===== config.mk =====
export PLATFORM = sky130hd
export DESIGN_NAME = pbh_ctrl
export DESIGN_NICKNAME = d
export VERILOG_FILES = /design/src/rtl/pbh_pkg.sv /design/src/rtl/pbh_ctrl.sv
export SDC_FILE = /design/constraint.sdc
export NUM_CORES = 1
export LEC_CHECK = 0
export BUFFER_PORTS_ARGS = -buffer_cell sky130_fd_sc_hd__buf_2
export CORE_AREA = 2 2 39 41
export CTS_CLUSTER_SIZE = 8
export DETAILED_ROUTE_END_ITERATION = 8
export DIE_AREA = 0 0 41 43
export SKIP_LAST_GASP = 1
export SLEW_MARGIN = 10
export SYNTH_ARGS = -nofsm -noshare
export SYNTH_HDL_FRONTEND = slang
export SYNTH_SLANG_ARGS = --single-unit

===== constraint.sdc =====
create_clock -name clk -period 2.5 [get_ports clk]
set_input_delay 0.5 -clock clk [delete_from_list [all_inputs] [get_ports clk]]
set_output_delay 0.5 -clock clk [all_outputs]
set_load 0.01 [all_outputs]

===== src/rtl/pbh_pkg.sv =====
// Shared types and constants of the particle box histogram.
// Used by the controller, the datapath and the top level; depends on nothing.

package pbh_pkg;

    // Default grid size on each axis.
    localparam int unsigned BOXES_X_DEF = 16;
    localparam int unsigned BOXES_Y_DEF = 16;
    localparam int unsigned BOXES_Z_DEF = 16;

    // Fixed field widths.
    localparam int unsigned POS_W   = 32;
    localparam int unsigned INV_W   = 24;
    localparam int unsigned BOX_W   = 12;
    localparam int unsigned COUNT_W = 32;
    localparam int unsigned CFG_IDX_W  = 3;
    localparam int unsigned CFG_DATA_W = 32;
    localparam int unsigned DIFF_W  = POS_W + 1;
    localparam int unsigned PROD_W  = DIFF_W + INV_W;
    localparam int unsigned FRAC_W  = 24;
    localparam int unsigned S_TDATA_W = 112;
    localparam int unsigned M_TDATA_W = 48;

    localparam logic [INV_W-1:0] INV_RESET = 24'd65536;

    typedef enum logic [CFG_IDX_W-1:0] {
        CFG_BOX_LOW_X  = 3'd0,
        CFG_BOX_LOW_Y  = 3'd1,
        CFG_BOX_LOW_Z  = 3'd2,
        CFG_INV_SIZE_X = 3'd3,
        CFG_INV_SIZE_Y = 3'd4,
        CFG_INV_SIZE_Z = 3'd5
    } cfg_index_t;

    typedef enum logic [2:0] {
        ST_CLEAR,
        ST_IDLE,
        ST_MUL,
        ST_INDEX,
        ST_READ,
        ST_COMMIT
    } state_t;

    // Commands from the controller to the datapath.
    typedef struct packed {
        logic clear;
        logic load;
        logic calc;
        logic index;
        logic read;
        logic commit;
    } cmd_t;

    // Status from the datapath to the controller.
    typedef struct packed {
        logic clear_last;
        logic out_free;
    } status_t;

endpackage


===== src/rtl/pbh_ctrl.sv =====
// Controller state machine of the particle box histogram.
// Depends on pbh_pkg for the state, command and status types.

module pbh_ctrl (
    input  logic              clk,
    input  logic              rst_n,
    input  logic              s_tvalid,
    output logic              s_tready,
    input  pbh_pkg::status_t  status,
    output pbh_pkg::cmd_t     cmd
);

    pbh_pkg::state_t state_reg;
    pbh_pkg::state_t state_next;

    always_ff @(posedge clk or negedge rst_n)
    begin
        if (!rst_n)
        begin
            state_reg <= pbh_pkg::ST_CLEAR;
        end
        else
        begin
            state_reg <= state_next;
        end
    end

    always_comb
    begin
        state_next = state_reg;
        case (state_reg)
            pbh_pkg::ST_CLEAR:
            begin
                if (status.clear_last)
                begin
                    state_next = pbh_pkg::ST_IDLE;
                end
            end
            pbh_pkg::ST_IDLE:
            begin
                if (s_tvalid)
                begin
                    state_next = pbh_pkg::ST_MUL;
                end
            end
            pbh_pkg::ST_MUL:    state_next = pbh_pkg::ST_INDEX;
            pbh_pkg::ST_INDEX:  state_next = pbh_pkg::ST_READ;
            pbh_pkg::ST_READ:   state_next = pbh_pkg::ST_COMMIT;
            pbh_pkg::ST_COMMIT:
            begin
                // The result waits here until the output register has room.
                if (status.out_free)
                begin
                    state_next = pbh_pkg::ST_IDLE;
                end
            end
            default:            state_next = pbh_pkg::ST_CLEAR;
        endcase
    end

    always_comb
    begin
        cmd      = '0;
        s_tready = 1'b0;
        case (state_reg)
            pbh_pkg::ST_CLEAR:  cmd.clear = 1'b1;
            pbh_pkg::ST_IDLE:
            begin
                s_tready = 1'b1;
                cmd.load = s_tvalid;
            end
            pbh_pkg::ST_MUL:    cmd.calc  = 1'b1;
            pbh_pkg::ST_INDEX:  cmd.index = 1'b1;
            pbh_pkg::ST_READ:   cmd.read  = 1'b1;
            pbh_pkg::ST_COMMIT: cmd.commit = status.out_free;
            default:            cmd = '0;
        endcase
    end

`ifndef SYNTHESIS
    a_one_cmd: assert property (@(posedge clk) disable iff (!rst_n)
        $onehot0({cmd.clear, cmd.load, cmd.calc, cmd.index, cmd.read, cmd.commit}))
        else $error("more than one datapath command at once");

    a_commit_room: assert property (@(posedge clk) disable iff (!rst_n)
        cmd.commit |-> status.out_free)
        else $error("result committed while the output register is full");

    a_load_calc: assert property (@(posedge clk) disable iff (!rst_n)
        cmd.load |=> cmd.calc)
        else $error("accepted transaction not followed by the multiply step");

    a_read_commit: assert property (@(posedge clk) disable iff (!rst_n)
        cmd.read |=> (state_reg == pbh_pkg::ST_COMMIT))
        else $error("memory read not followed by the write-back step");
`endif

endmodule


==> results.json, run 1 <==
{
  "cp.arrival_ps": 1270,
  "synth_top_cells_by_count": "a21oi_1 (3), dfrtp_1 (3), inv_1 (2), nor2_1 (2), nor3_1 (2)",
  "cts.reportedPaths.clkPinSlew_ps": 40,
  "dieHeight_um": 43,
  "fmax_mhz": 564,
  "crit_buf_inv": 1,
  "crit_family": "simple AND/OR/NAND/NOR gates",
  "crit_chain": "and2b_1, nor2b_4, and2_1, buf_2",
  "grt_usage": 0.0624,
  "drt_first_pass_iters": 2,
  "synth_area_leader_cell": "dfrtp_1",
  "hold_ws_ps": 59.5,
  "dieArea_um2": 1760,
  "layout-drive-gt1-share": 0.486,
  "slew-limit-headroom": 0.779,
  "cts_hold_buf": 0,
  "io_pins": 12,
  "grt_max_degree": 11,
  "synth.top_cell.area_share": 0.366,
  "synth_cell_type_count": 16,
  "grt_antenna_before_repair": 0,
  "cts_tree": "built",
  "maxCapViolCount": 0,
  "p_per_area_nw_per_um2": 1190,
  "ir_worst_vdd_mv": 0.350,
  "synth_area_um2": 205,
  "avgSynthCellArea_um2": 8.92,
  "gp_congestion": 0.644,
  "grt_pass1_wl_um": 676,
  "hpwl_um": 346,
  "status": "finished, final reports clean",
  "hold_violations": 0,
  "setup_viol": 0,
  "final_core_util": 0.216,
  "start_util": 0.148,
  "grt_setup_unrepaired": "false",
  "ant_nets": 0,
  "critPathSlowestCell": "dfrtp_1",
  "vias": 201,
  "n_antenna_cell": 0,
  "nets": 43,
  "clk_latency_ps": 230,
  "core.rowCount": 14,
  "finalWorstSetupSlack_ps": 726,
  "ctsResizeCount": 0,
  "crit_path_start_kind": "flip-flop",
  "wl_per_cell_um": 7.91,
  "synth_warnings": 0,
  "viasPerCell": 3.79,
  "cts_setup_buffers": 0,
  "crit_type": "reg -> out",
  "syn-num-nets": 28,
  "synth_edf_count": 0,
  "hp-class": "in -> async",
  "drc": 0,
  "fin_setup_tns_ps": 0,
  "clock_skew_ps": 1.62,
  "ys_seq_elements": 3,
  "grt_pass1_vias": 161,
  "clockBufferDepth": 2,
  "cts.sink_count": 3,
  "totalWireLength_um": 419,
  "drt-initial-drc-count": 3,
  "synth_top_flop_cell": "dfrtp_1",
  "ys_seq_area_frac": 0.366,
  "numCtsBuffers": 3,
  "async_reset_ff_frac": 1.00,
  "nFillCells": 163,
  "die_w_um": 41,
  "slowest_delay_ps": 430,
  "slew_viol_final": 0,
  "htreeDepth": 1,
  "cts-root-buf": "clkbuf_4",
  "coreArea_um2": 1380,
  "min_period_ps": 1770,
  "endpoint_kind": "output pin",
  "fin_crit_sh": 0.710,
  "max_slew.worst_pin.slew_ps": 331,
  "required_ps": 2000,
  "total_leakage_power_nw": 0.160,
  "placed_area_um2": 273,
  "critPathMaxFanout": 8,
  "grt_overflow_total": 0,
  "largest_reg_flops": 3,
  "synthTopCellsByArea": "dfrtp_1 (37%), a21oi_1 (7.3%), nor2b_4 (6.7%)",
  "syn_inst": 23,
  "dpl_worst_slack_ps": 958,
  "area_growth_pct": 45.7,
  "port_buffers": 11,
  "final_area_um2": 299
}
layout make-up:
type | instances | area (µm²) | share of cell area
well taps | 16 | 20.0 | 0.0669
clock buffers | 4 | 26.3 | 0.0879
repair buffers | 11 | 55.1 | 0.184
inverters | 2 | 7.51 | 0.0251
flip-flops and latches | 3 | 75.1 | 0.251
multi-input cells | 17 | 115 | 0.385
cells by family after synthesis:
| logic type | share of synthesized area |
|---|---|
| buffers and inverters | 0.0732 |
| AO/OA/AOI/OAI | 0.116 |
| flip-flops | 0.366 |
| AND/OR/NAND/NOR | 0.445 |
cell usage in the layout (no fill, tap or decap):
cell type,count
a21oi_1,3
and2_1,1
clkbuf_1,1
nand2_1,1
and2b_1,1
nor3_1,2
nor3b_1,1
nor2_1,2
nor2b_4,1
dfrtp_1,3
and3_2,1
and2b_2,1
nand2b_1,1
clkbuf_4,3
buf_2,11
inv_1,2
a31o_1,1
nor3b_2,1
stage by stage:
step	cells	power, W
after floorplan	23	0.000226
after global placement	49	0.000276
after detailed placement	49	0.000279
final	53	0.000356
after CTS	53	0.000366
after global routing	53	0.000398
per-layer routing:
layer / part of all wire / global-route usage
met1: 0.46 / 0.0779
met2: 0.44 / 0.0719
met3: 0.10 / 0.0471
met4: 0 / 0.0400
met5: 0 / 0
path summary, 6_finish.rpt:
kind	end	from	slack, ps	cells after the start
worst min register to register	state_reg[0]	state_reg[1]	650	2
worst min-delay path	state_reg[1]	rst_n	60	1
min in group clk	state_reg[0]	status[1]	510	3
worst max-delay path	cmd[4]	state_reg[0]	730	4
max in group asynchronous	state_reg[2]	rst_n	2330	1
worst max register to register	state_reg[0]	state_reg[2]	1500	3
power breakdown:
group | switching (W) | internal (W) | leakage (nW) | total [W]
registers | 0.0000363 | 0.0000691 | 0.0374 | 0.000105
logic | 0.0000783 | 0.0000898 | 0.108 | 0.000168
clock network | 0.0000232 | 0.0000597 | 0.0150 | 0.0000829
(Power assumes the default switching activity.)
==> run 2, diff against run 1 <==
clock period = 1.4 ns   (was 2.5 ns; I/O delays follow)
==> run 2 against run 1 <==
  * The run now ends with setup timing left
  * Design area is 15% higher
  * Final cell count is 5.7% higher
  * Clock skew hardly changed
  * Worst hold slack better by 230 ps
  * Non-clock buffer count is 3 higher
  * Die area stayed put
  * Critical path type unchanged
  * Critical path depth stayed put
  * Sequential power is 64% higher
  * Worst setup slack worse by 790 ps
  * Power is 100% higher
==> results.json, run 2 (synthesis results as in run 1) <==
{
  "crit_family": "simple AND/OR/NAND/NOR gates",
  "core.rowCount": 14,
  "min_path_cells": 3,
  "gp_congestion": 0.622,
  "total_leakage_power_nw": 0.177,
  "sw_frac_of_total": 0.380,
  "clock_skew_ps": 1.55,
  "hold_violations": 0,
  "grt_overflow_total": 0,
  "clockBufferDepth": 2,
  "vias": 205,
  "nFillCells": 155,
  "n_antenna_cell": 0,
  "totalWireLength_um": 471,
  "setup_viol": 3,
  "viasPerCell": 3.66,
  "endpoint_kind": "output pin",
  "fin_cells": 56,
  "grt_max_degree": 11,
  "area_growth_pct": 68.3,
  "fin_setup_tns_ps": -87.8,
  "min_period_ps": 1470,
  "die_w_um": 41,
  "crit_buf_inv": 1,
  "cp.arrival_ps": 1190,
  "slew-limit-headroom": 0.865,
  "final_core_util": 0.250,
  "rr_worst_depth": 4,
  "clk_latency_ps": 230,
  "nets": 46,
  "critPathMaxFanout": 3,
  "grt_setup_unrepaired": "true",
  "grt_antenna_before_repair": 0,
  "pwr-share-comb": 0.555,
  "crit_type": "reg -> out",
  "ant_nets": 0,
  "total_power_w": 0.000719,
  "dieArea_um2": 1760,
  "max_slew.worst_pin.slew_ps": 201,
  "drt_first_pass_iters": 2,
  "hold_ws_ps": 287,
  "layout_commonest_cell": "buf_2",
  "hp-class": "in -> reg",
  "finalWorstSetupSlack_ps": -66.3,
  "fmax_mhz": 682,
  "layout-drive-gt1-share": 0.600,
  "drc": 0,
  "port_buffers": 11,
  "crit_path_start_kind": "flip-flop",
  "grt_usage": 0.0664,
  "cts.reportedPaths.clkPinSlew_ps": 40,
  "cts-root-buf": "clkbuf_4",
  "start_util": 0.148,
  "largest_reg_flops": 3,
  "dieHeight_um": 43,
  "fin_crit_sh": 1.05,
  "cp_num_cells": 4,
  "layout_common_cells": "buf_2 (10), a21oi_1 (3), clkbuf_4 (3)",
  "placed_cells": 50,
  "drt-initial-drc-count": 1,
  "ir_worst_vdd_mv": 0.618,
  "htreeDepth": 1,
  "violations": "setup timing",
  "coreArea_um2": 1380,
  "grt_pass1_vias": 190,
  "cts.sink_count": 3,
  "p_int_w": 0.000446,
  "io_pins": 12,
  "grt_pass1_wl_um": 731,
  "maxCapViolCount": 0,
  "numCtsBuffers": 3,
  "p_per_area_nw_per_um2": 2080,
  "required_ps": 1120,
  "seqCellArea_um2": 76.3,
  "share_seq_of_total_power": 0.240,
  "slew_viol_final": 0,
  "critPathSlowestCell": "dfrtp_1",
  "slowest_delay_ps": 360,
  "power.switching_w": 0.000274,
  "crit_chain": "and2b_1, nor2b_4, and2_1, buf_2",
  "cts_tree": "built",
  "status": "finished, violations left",
  "wl_per_cell_um": 8.41,
  "pwr-share-clk": 0.205,
  "multi_input_area_um2": 125
}
## run 2: cell count changes in the layout (fill, tap and decap cells not counted), sizes merged
cell and delta:
buf +2, dlygate4sd3 +1
## run 2: area by class of cell
type | count | area share
Tap cell | 16 | 0.0580
Multi-Input combinational cell | 17 | 0.362
Timing Repair Buffer | 14 | 0.261
Inverter | 2 | 0.0217
Clock buffer | 4 | 0.0761
Sequential cell | 3 | 0.221
## run 2: worst reg2reg max path, stage by stage, from the launching register on
cell and delay, ps:
dfrtp_1 360, buf_4 150, and2b_2 180, a21oi_1 130
nor2_1 60
## run 2: per-stage QoR
| stage | worst slack, ps | instance area, µm² |
|---|---|---|
| floorplan | 180 | 205 |
| global placement | 117 | 280 |
| detailed placement | 108 | 280 |
| CTS | -89.6 | 337 |
| global route | -152 | 345 |
| finish | -66.3 | 345 |
## run 2: final timing paths
kind,startpoint,endpoint,slack (ps)
min in group asynchronous,rst_n,state_reg[0],380
max in group asynchronous,rst_n,state_reg[2],910
worst min-delay path,status[1],state_reg[0],290
worst min register to register,state_reg[2],state_reg[1],590
worst max-delay path,state_reg[1],cmd[4],-70
worst max register to register,state_reg[1],state_reg[1],400
## run 2: routing by layer
metal / vias to the layer above / part of all wire / GRT usage
li1: 111 / - / -
met1: 86 / 0.44 / 0.0712
met5: - / 0 / 0
met2: 8 / 0.47 / 0.0906
met4: 0 / 0 / 0.0400
met3: 0 / 0.087 / 0.0471
## run 2: power groups by stage
stage | Clock [W] | Combinational [W] | Sequential (W)
after floorplan | 0 | 0.000249 | 0.000155
after global placement | 0 | 0.000344 | 0.000169
after detailed placement | 0 | 0.000349 | 0.000176
after CTS | 0.000156 | 0.000387 | 0.000171
after global routing | 0.000165 | 0.000437 | 0.000180
final | 0.000148 | 0.000399 | 0.000172
## run 2: what timing repair did
action	in CTS	in global routing
gates resized for setup	3	3
hold buffers	1	0
pin swaps	1	1
setup buffers	1	0
endpoints found under the setup margin	6	7
endpoints found under the hold margin	3	0
==> run 3, diff against run 2 <==
clock period = 1.76 ns   (was 1.4 ns; I/O delays follow)
==> run 3 against run 2 <==
  * The run now ends clean
  * Die area unchanged
  * Final cell count shrank 3.6%
  * Register-to-register slack better by 330 ps
  * Power down 29%
  * First-iteration DRC count increased by 100%
==> results.json, run 3 (synthesis results as in run 1) <==
{
  "nFillCells": 165,
  "start_util": 0.148,
  "slew_viol_final": 0,
  "clk_latency_ps": 230,
  "p_per_area_nw_per_um2": 1660,
  "drt_first_pass_iters": 4,
  "slew-limit-headroom": 0.769,
  "wl_per_cell_um": 8.28,
  "critPathMaxFanout": 8,
  "clock_skew_ps": 1.94,
  "seqCellArea_um2": 75.1,
  "drt-initial-drc-count": 2,
  "grt_max_degree": 11,
  "core.rowCount": 14,
  "endpoint_kind": "output pin",
  "cts_hold_buf": 1,
  "required_ps": 1410,
  "fin_crit_sh": 0.932,
  "status": "finished, final reports clean",
  "max_slew.worst_pin.slew_ps": 346,
  "layout-drive-gt1-share": 0.474,
  "ant_nets": 0,
  "ctsResizeCount": 0,
  "io_pins": 12,
  "numCtsBuffers": 3,
  "grt_pass1_vias": 169,
  "grt_overflow_total": 0,
  "maxCapViolCount": 0,
  "cp.arrival_ps": 1290,
  "gp_congestion": 0.646,
  "cts_tree": "built",
  "htreeDepth": 1,
  "drc": 0,
  "min_period_ps": 1640,
  "layout_commonest_cell": "buf_2",
  "setup_viol": 0,
  "cts.reportedPaths.clkPinSlew_ps": 40,
  "n_antenna_cell": 0,
  "viasPerCell": 3.67,
  "hp-class": "in -> reg",
  "port_buffers": 11,
  "total_power_w": 0.000513,
  "grt_pass1_wl_um": 690,
  "hpwl_um": 351,
  "dpl_worst_slack_ps": 366,
  "cts-root-buf": "clkbuf_4",
  "layout_common_cells": "buf_2 (11), a21oi_1 (3), clkbuf_4 (3), dfrtp_1 (3)",
  "fmax_mhz": 609,
  "largest_reg_flops": 3,
  "hold_violations": 0,
  "fin_setup_tns_ps": 0,
  "finalWorstSetupSlack_ps": 119,
  "placed_cells": 49,
  "grt_setup_unrepaired": "false",
  "dieHeight_um": 43,
  "multi_input_area_um2": 115,
  "area_growth_pct": 50.6,
  "nets": 44,
  "ff2ff_setup_slack_ps": 730,
  "dieArea_um2": 1760,
  "total_leakage_power_nw": 0.164,
  "crit_path_start_kind": "flip-flop",
  "grt_antenna_before_repair": 0,
  "crit_type": "reg -> out",
  "cts_setup_buffers": 0,
  "coreArea_um2": 1380,
  "die_w_um": 41,
  "grt_usage": 0.0634,
  "cts.sink_count": 3,
  "fin_cells": 54,
  "clockBufferDepth": 2,
  "totalWireLength_um": 447,
  "ir_worst_vdd_mv": 0.503,
  "vias": 198
}
==> run 3: cell type report <==
type | instances | share of cell area
Clock buffer | 4 | 0.0850
Inverter | 2 | 0.0243
Multi-Input combinational cell | 17 | 0.372
Sequential cell | 3 | 0.243
Tap cell | 16 | 0.0648
Timing Repair Buffer | 12 | 0.211
==> run 3: worst paths after layout <==
check,start,to,cells past startpoint
setup / recovery,state_reg[0],cmd[4],4
hold / removal,status[1],state_reg[0],3
setup reg to reg,state_reg[2],state_reg[0],3
hold reg to reg,state_reg[1],state_reg[0],2
max in group asynchronous,rst_n,state_reg[2],2
min in group asynchronous,rst_n,state_reg[0],2
==> run 3: worst max-delay path, cell delays in order, from the launching register on <==
cell and delay [ps]:
dfrtp_1 440, and2b_1 220, nor2b_4 130, and2_1 150, buf_2 130
==> run 3: metrics by stage <==
step | hold slack [ps] | utilization | cell area (µm²)
after floorplan | 56.4 | - | 205
after global placement | 149 | 0.197 | 273
after detailed placement | 152 | 0.197 | 273
after CTS | 355 | 0.223 | 309
after global routing | 362 | 0.223 | 309
final | 358 | 0.223 | 309
==> run 3: layer usage <==
metal | wire length, µm | up-vias | track usage
met5 | 0 | - | 0
met4 | 0 | 0 | 0.0400
met3 | 41 | 0 | 0.0471
met2 | 197 | 8 | 0.0750
met1 | 208 | 83 | 0.0779
li1 | - | 107 | -
==> run 3: report_power, final <==
| group | switching (W) | total (W) | internal [W] |
|---|---|---|---|
| Combinational | 0.000114 | 0.000243 | 0.000129 |
| Clock | 0.0000335 | 0.000118 | 0.0000848 |
| Sequential | 0.0000541 | 0.000152 | 0.0000982 |
| Total | 0.000201 | 0.000513 | 0.000312 |
